`config.mk`:
```
export PLATFORM = sky130hd
export DESIGN_NAME = sorted_priority_queue_flat
export DESIGN_NICKNAME = d
export VERILOG_FILES = /design/src/rtl/spq_pkg.sv /design/src/rtl/spq_if.sv /design/src/rtl/spq_cell.sv /design/src/rtl/sorted_priority_queue.sv /design/src/flat_wrapper.sv
export SDC_FILE = /design/constraint.sdc
export NUM_CORES = 1
export LEC_CHECK = 0
export ABC_AREA = 1
export BUFFER_PORTS_ARGS = -buffer_cell sky130_fd_sc_hd__buf_2
export CAP_MARGIN = 20
export CORE_MARGIN = 2
export CORE_UTILIZATION = 42
export DETAILED_ROUTE_END_ITERATION = 10
export GPL_TIMING_DRIVEN = 0
export SLEW_MARGIN = 40
export SYNTH_ARGS = -nofsm -noshare
export SYNTH_HDL_FRONTEND = slang
export SYNTH_SLANG_ARGS = --single-unit
```
`constraint.sdc`:
```
create_clock -name clk -period 9.8 [get_ports clk]
set_input_delay 2.45 -clock clk [delete_from_list [all_inputs] [get_ports clk]]
set_output_delay 2.45 -clock clk [all_outputs]
set_load 0.02 [all_outputs]
```
`src/rtl/spq_pkg.sv`:
```
package spq_pkg;

  localparam int QUEUE_DEPTH   = 16;
  localparam int TAG_BITS      = 8;
  localparam int PRIO_BITS     = 8;
  localparam int COUNT_BITS    = $clog2(QUEUE_DEPTH + 1);
  localparam int KIND_BITS     = 2;
  localparam int STATUS_BITS   = 2;

  typedef logic [TAG_BITS-1:0]   tag_t;
  typedef logic [PRIO_BITS-1:0]  prio_t;
  typedef logic [COUNT_BITS-1:0] count_t;

  typedef enum logic [KIND_BITS-1:0] {
    KIND_INSERT = 2'd0,
    KIND_POP    = 2'd1,
    KIND_DELETE = 2'd2
  } kind_t;

  typedef enum logic [STATUS_BITS-1:0] {
    STATUS_OK      = 2'd0,
    STATUS_MISSING = 2'd1,
    STATUS_FULL    = 2'd2
  } status_t;

  // what the top asks of every cell in each cycle
  typedef enum logic [1:0] {
    CELL_HOLD   = 2'd0,
    CELL_INSERT = 2'd1,
    CELL_POP    = 2'd2,
    CELL_DELETE = 2'd3
  } cell_op_t;

  typedef struct packed {
    tag_t  tag;
    prio_t prio;
  } entry_t;

  // signals rippling from the head toward the tail of the chain
  typedef struct packed {
    logic   keep;  // this cell stays put on insert
    logic   hit;   // a tag match was seen at or before this cell
    entry_t found; // entry of the first tag match, zero if none yet
  } link_t;

endpackage

```
`src/rtl/spq_if.sv`:
```
interface spq_in_if;
  logic                           valid;
  logic                           ready;
  logic [spq_pkg::KIND_BITS-1:0]  kind;
  logic [spq_pkg::TAG_BITS-1:0]   entry_tag;
  logic [spq_pkg::PRIO_BITS-1:0]  new_priority;

  modport source (output valid, kind, entry_tag, new_priority, input ready);
  modport sink   (input valid, kind, entry_tag, new_priority, output ready);
endinterface

interface spq_out_if;
  logic                            valid;
  logic                            ready;
  logic [spq_pkg::STATUS_BITS-1:0] status;
  logic [spq_pkg::TAG_BITS-1:0]    result_tag;
  logic [spq_pkg::PRIO_BITS-1:0]   result_priority;
  logic [spq_pkg::COUNT_BITS-1:0]  queue_count;

  modport source (output valid, status, result_tag, result_priority, queue_count,
                  input ready);
  modport sink   (input valid, status, result_tag, result_priority, queue_count,
                  output ready);
endinterface

```
`src/rtl/spq_cell.sv`:
```
module spq_cell (
  input  logic              clk,
  input  spq_pkg::cell_op_t op,
  input  logic              valid,
  input  spq_pkg::entry_t   new_entry,
  input  spq_pkg::tag_t     del_tag,
  input  spq_pkg::entry_t   left_entry,
  input  spq_pkg::entry_t   right_entry,
  input  spq_pkg::link_t    link_in,
  output spq_pkg::link_t    link_out,
  output spq_pkg::entry_t   entry
);

  logic match;
  logic keep;

  assign match = valid && (entry.tag == del_tag);
  assign keep  = valid && (entry.prio <= new_entry.prio);

  always_comb begin
    link_out.keep  = keep;
    link_out.hit   = link_in.hit || match;
    link_out.found = (!link_in.hit && match) ? entry : link_in.found;
  end

  always_ff @(posedge clk) begin
    case (op)
      spq_pkg::CELL_INSERT: begin
        if (!keep) begin
          entry <= link_in.keep ? new_entry : left_entry;
        end
      end
      spq_pkg::CELL_POP: begin
        entry <= right_entry;
      end
      spq_pkg::CELL_DELETE: begin
        if (link_in.hit || match) begin
          entry <= right_entry;
        end
      end
      default: begin
        entry <= entry;
      end
    endcase
  end

endmodule

```
`src/rtl/sorted_priority_queue.sv`:
```
// sorted priority queue: holds up to spq_pkg::QUEUE_DEPTH tagged entries in a
// row of cells kept in order, head at cell 0, lower priority value first and
// equal priorities in arrival order. each request item is an insert, a pop of
// the head or a delete of the first entry with a given tag, and gives exactly
// one result item (status, tag, priority, count after the item). one item is
// taken per clock: every cell compares against the request in parallel and
// shifts toward its neighbor in the same cycle, so the result is in the output
// register in the cycle after acceptance. the rate is set by the tag-match ripple
// along the chain, which finishes within the accepting cycle. req.ready drops
// only while a finished result sits unclaimed in the output register.
module sorted_priority_queue (
  input logic       clk,
  input logic       rst,
  spq_in_if.sink    req,
  spq_out_if.source rsp
);

  localparam int N = spq_pkg::QUEUE_DEPTH;

  localparam int COUNT_W_EXT = spq_pkg::COUNT_BITS + 1 > $clog2(N) + 1 ?
                               spq_pkg::COUNT_BITS + 1 : $clog2(N) + 1;

  spq_pkg::count_t   count;
  spq_pkg::count_t   count_next;
  spq_pkg::cell_op_t cell_op;
  spq_pkg::entry_t   new_entry;
  spq_pkg::entry_t   cell_entry [N];
  spq_pkg::link_t    link [N+1];
  logic [N-1:0]      cell_valid;

  logic            fire;
  logic            full;
  logic            empty;
  spq_pkg::status_t status_next;
  spq_pkg::entry_t  result_next;

  assign fire       = req.valid && req.ready;
  // output register frees up when the sink takes the held result
  assign req.ready  = !rsp.valid || rsp.ready;
  assign full       = (count == spq_pkg::count_t'(N));
  assign empty      = (count == '0);
  assign new_entry  = '{tag: req.entry_tag, prio: req.new_priority};

  // occupancy of each cell follows from the fill count
  always_comb begin
    for (int i = 0; i < N; i++) begin
      cell_valid[i] = (COUNT_W_EXT'(i) < COUNT_W_EXT'(count));
    end
  end

  // head of the chain: everything before cell 0 counts as kept, no match yet
  assign link[0] = '{keep: 1'b1, hit: 1'b0, found: '0};

  // decode the request into one command for the whole row
  always_comb begin
    cell_op     = spq_pkg::CELL_HOLD;
    status_next = spq_pkg::STATUS_MISSING;
    result_next = '0;
    count_next  = count;
    unique case (req.kind)
      spq_pkg::KIND_INSERT: begin
        if (full) begin
          status_next = spq_pkg::STATUS_FULL;
        end else begin
          cell_op     = spq_pkg::CELL_INSERT;
          status_next = spq_pkg::STATUS_OK;
          result_next = new_entry;
          count_next  = count + spq_pkg::count_t'(1);
        end
      end
      spq_pkg::KIND_POP: begin
        if (!empty) begin
          cell_op     = spq_pkg::CELL_POP;
          status_next = spq_pkg::STATUS_OK;
          result_next = cell_entry[0];
          count_next  = count - spq_pkg::count_t'(1);
        end
      end
      spq_pkg::KIND_DELETE: begin
        // cells shift on their own from the first match on, nothing moves on a miss
        cell_op = spq_pkg::CELL_DELETE;
        if (link[N].hit) begin
          status_next = spq_pkg::STATUS_OK;
          result_next = link[N].found;
          count_next  = count - spq_pkg::count_t'(1);
        end
      end
      default: begin
        // unused kind: no-op, reported as missing
        cell_op = spq_pkg::CELL_HOLD;
      end
    endcase
    if (!fire) begin
      cell_op    = spq_pkg::CELL_HOLD;
      count_next = count;
    end
  end

  // the row of cells
  for (genvar i = 0; i < N; i++) begin : g_cell
    spq_pkg::entry_t left_entry;
    spq_pkg::entry_t right_entry;

    if (i == 0) begin : g_head
      assign left_entry = new_entry;
    end else begin : g_body
      assign left_entry = cell_entry[i-1];
    end

    if (i == N - 1) begin : g_tail
      // tail cell becomes unoccupied when the row moves up
      assign right_entry = cell_entry[i];
    end else begin : g_mid
      assign right_entry = cell_entry[i+1];
    end

    spq_cell u_cell (
      .clk         (clk),
      .op          (cell_op),
      .valid       (cell_valid[i]),
      .new_entry   (new_entry),
      .del_tag     (req.entry_tag),
      .left_entry  (left_entry),
      .right_entry (right_entry),
      .link_in     (link[i]),
      .link_out    (link[i+1]),
      .entry       (cell_entry[i])
    );
  end

  // fill count
  always_ff @(posedge clk) begin
    if (rst) begin
      count <= '0;
    end else begin
      count <= count_next;
    end
  end

  // result register
  always_ff @(posedge clk) begin
    if (rst) begin
      rsp.valid <= 1'b0;
    end else if (fire) begin
      rsp.valid <= 1'b1;
    end else if (rsp.ready) begin
      rsp.valid <= 1'b0;
    end
  end

  always_ff @(posedge clk) begin
    if (fire) begin
      rsp.status          <= status_next;
      rsp.result_tag      <= result_next.tag;
      rsp.result_priority <= result_next.prio;
      rsp.queue_count     <= count_next;
    end
  end

endmodule
```
`src/flat_wrapper.sv`:
```
// flat-port wrapper written by rule: the top's interface ports become plain ports
module sorted_priority_queue_flat 
  (clk, rst, req_valid, req_kind, req_entry_tag, req_new_priority, req_ready, rsp_valid, rsp_status, rsp_result_tag, rsp_result_priority, rsp_queue_count, rsp_ready);
  spq_in_if req_i ();
  spq_out_if rsp_i ();
  input logic clk;
  input logic rst;
  input wire logic [$bits(req_i.valid)-1:0] req_valid;
  input wire logic [$bits(req_i.kind)-1:0] req_kind;
  input wire logic [$bits(req_i.entry_tag)-1:0] req_entry_tag;
  input wire logic [$bits(req_i.new_priority)-1:0] req_new_priority;
  output wire logic [$bits(req_i.ready)-1:0] req_ready;
  output wire logic [$bits(rsp_i.valid)-1:0] rsp_valid;
  output wire logic [$bits(rsp_i.status)-1:0] rsp_status;
  output wire logic [$bits(rsp_i.result_tag)-1:0] rsp_result_tag;
  output wire logic [$bits(rsp_i.result_priority)-1:0] rsp_result_priority;
  output wire logic [$bits(rsp_i.queue_count)-1:0] rsp_queue_count;
  input wire logic [$bits(rsp_i.ready)-1:0] rsp_ready;
  assign req_i.valid = req_valid;
  assign req_i.kind = req_kind;
  assign req_i.entry_tag = req_entry_tag;
  assign req_i.new_priority = req_new_priority;
  assign req_ready = req_i.ready;
  assign rsp_valid = rsp_i.valid;
  assign rsp_status = rsp_i.status;
  assign rsp_result_tag = rsp_i.result_tag;
  assign rsp_result_priority = rsp_i.result_priority;
  assign rsp_queue_count = rsp_i.queue_count;
  assign rsp_i.ready = rsp_ready;
  sorted_priority_queue u_core (.clk(clk), .rst(rst), .req(req_i), .rsp(rsp_i));
endmodule
```
==> flow_metrics.env <==
export IMPL_globalRouteMet1Util_pct=47.9
export IMPL_finalPower_w=0.00434
export IMPL_use_met2_pct=52.1
export IMPL_core_area_um2=50200
export IMPL_p_leak_nw=10.1
export IMPL_routedWlPerCell_um=25.9
export IMPL_yosys_top_cells_count="511 x o21ai_0, 433 x nand2_1, 384 x inv_1, 355 x a21oi_1, 279 x edfxtp_1"
export IMPL_fin_skew_ps=23.0
export IMPL_grt_pass1_wl_um=136000
export IMPL_postCtsSetupBuffers=0
export IMPL_synth_top_area_share_pct=39.2
export IMPL_hold_violations=0
export IMPL_status="completed"
export IMPL_grt_busiest_layer="met2"
export IMPL_pre_cts_slack_ps=2780
export IMPL_required_ps=10100
export IMPL_synth_cells=2809
export IMPL_seq_area_um2=8500
export IMPL_die_w_um=230
export IMPL_ys_top_cells_by_area="edfxtp_1 39%, o21ai_0 12%, a21oi_1 8.3%, ha_1 7.7%, nand2_1 7.6%"
export IMPL_die_y_um=230
export IMPL_initial_core_util_pct=42.6
export IMPL_vias=22207
export IMPL_worstSkewPairLatency_ps=560
export IMPL_final_fill_count=4986
export IMPL_cap_violations=0
export IMPL_cts_root_buf="clkbuf_16"
export IMPL_area_growth_pct=11.3
export IMPL_hold_buffers=0
export IMPL_dieArea_um2=52700
export IMPL_rsz0062_at_grt="no"
export IMPL_maxSlewViolCount=0
export IMPL_setup_viol=0
export IMPL_avgSynthCellArea_um2=7.61
export IMPL_port_buffers=44
export IMPL_worst_ep_arrival_time_ps=6950
export IMPL_numCtsBuffers=37
export IMPL_yosys_warnings=0
export IMPL_crit_type="in2reg"
export IMPL_drtAntennaViolNets=0
export IMPL_first_pass_iters=6
export IMPL_hpwl_um=71200
export IMPL_cts_resized=0
export IMPL_relSlewSlack_pct=34.1
export IMPL_p_per_area_nw_per_um2=182
export IMPL_ir_worst_vdd_mv=0.0898
export IMPL_ys_seq_area_share_pct=39.8
export IMPL_setup_tns_ps=0
export IMPL_met3_usage_pct=7.01
export IMPL_nNetsFinal=3052
export IMPL_drc=0
export IMPL_htreeDepth=2
export IMPL_hold_class="reg2reg"
export IMPL_cts_clk_slew_worst_paths_ps=60
export IMPL_ioPinCount=47
export IMPL_async_flop_share_pct=0
export IMPL_synth_edf_count=279
export IMPL_multi_input_area_um2=10800
export IMPL_grt_pass1_vias=21024
export IMPL_first_iter_violations=3057
export IMPL_gp_congestion=0.978
export IMPL_cts_sinks=285
export IMPL_cts_buffer_depth=3
export IMPL_grt_max_degree=25
export IMPL_crit_fanout=10
export IMPL_period_share_pct=67.8
export IMPL_end_kind="flip-flop"
export IMPL_holdWs_ps=522
export IMPL_synth_most_common_cell="o21ai_0"
export IMPL_synth_ff_type="edfxtp_1"
export IMPL_critPathLaunchType="primary input"
export IMPL_wl_um=93000
export IMPL_drive_gt1_share_pct=6.68
export IMPL_globalRoute_totalOverflow=0
export IMPL_netlist_area_um2=21400
export IMPL_fmaxAchievable_mhz=150
export IMPL_antenna_found_initial=2
export IMPL_vias_per_cell=6.18
export IMPL_ys_ff_latch=285
export IMPL_yosysTopAreaCell="edfxtp_1"
export IMPL_ys_types=52
export IMPL_cts_tree="done"
export IMPL_min_period_ps=6650
export IMPL_syn_num_nets=2963
export IMPL_fin_ws_ps=3150
export IMPL_gr_usage_all_layers_pct=34.7
export IMPL_tightest_slew_ps=989
export IMPL_rows=82
-- power breakdown --
| part | internal (W) | total [W] | switching [W] |
|---|---|---|---|
| sequential | 0.00160 | 0.00172 | 0.000127 |
| clock | 0.000789 | 0.00135 | 0.000562 |
| combinational | 0.000364 | 0.00126 | 0.000898 |
-- routing by layer --
metal / vias to the layer above / wire length, um / part of all wire [%]
met5: - / 13 / 0.014
met4: 2 / 4790 / 5.1
met3: 283 / 10200 / 11
met2: 1400 / 39800 / 43
met1: 10677 / 38200 / 41
li1: 9845 / - / -
-- cell type report --
cell class / count / share of cell area, %
clock inverters: 10 / 0.505
repair buffers: 50 / 1.40
plain buffers: 164 / 3.01
well taps: 672 / 3.53
diodes: 1 / 0.0105
clock buffers: 49 / 4.21
multi-input cells: 1967 / 45.4
inverters: 393 / 6.22
flip-flops and latches: 285 / 35.7
-- worst paths after layout --
kind | startpoint | endpoint | slack [ps] | depth (start not counted)
worst max-delay path | req_entry_tag[5] | u_core.rsp.result_priority[1] | 3150 | 22
worst min register to register | u_core.rsp.valid | u_core.rsp.valid | 520 | 2
worst max register to register | u_core.count[1] | u_core.rsp.result_priority[1] | 4660 | 22
worst min-delay path | u_core.rsp.valid | u_core.rsp.valid | 520 | 2
-- worst max-delay path, stage by stage --
cell      delay, ps
buf_2           140
buf_4           260
inv_2           150
nand2_1          90
nand4_1          90
nor2_1          140
nand3_1         280
nand2_1         210
nor2_1          170
inv_1           140
clkbuf_1        380
o21ai_0         200
nor2_1          260
nand3_1         220
nor2_1          290
nand3_1         190
nor2_1          350
nand3_1         150
nor2_1          320
nand3_1         200
nand2_1         180
nand2_1          90
-- per-stage QoR --
step	util, %	instance area (um2)	cells
after floorplan	-	21400	2809
after global placement	44.7	22400	3525
after detailed placement	45.1	22600	3531
after CTS	47.4	23800	3590
after global routing	47.4	23800	3590
final	47.4	23800	3591
-- placed cells by master (no fill, tap or decap), types with 12 or more instances in the layout --
master,synthesis,layout
o21ai_0,511,509
nand2_1,433,433
inv_1,384,376
a21oi_1,355,348
edfxtp_1,279,279
nor2_1,202,200
ha_1,132,132
clkbuf_1,126,124
nand3_1,87,87
buf_2,21,65
nand4_1,53,53
xor2_1,37,37
clkbuf_16,0,37
o22ai_1,36,36
inv_2,4,12
buf_4,10,12
nor3_1,13,12
o211ai_1,12,12
-- cell families after synthesis --
kind of cell,Yosys count,share of synthesized area (%)
xor+xnor,48,1.97
buf+inv,557,10.2
simple gates,828,17.0
flops,285,39.8
compound gates,959,23.4
fa+ha+maj,132,7.73
-- state kept, by name, indices dropped and copies added, names as in the netlist --
signal / flops
u_core.rsp.queue_count: 5
u_core.rsp.status: 2
u_core.g_cell.u_cell.entry: 256
u_core.rsp.result_priority: 8
u_core.rsp.valid: 1
u_core.count: 5
u_core.rsp.result_tag: 8
Note: power is estimated with default switching activity, not from simulation.
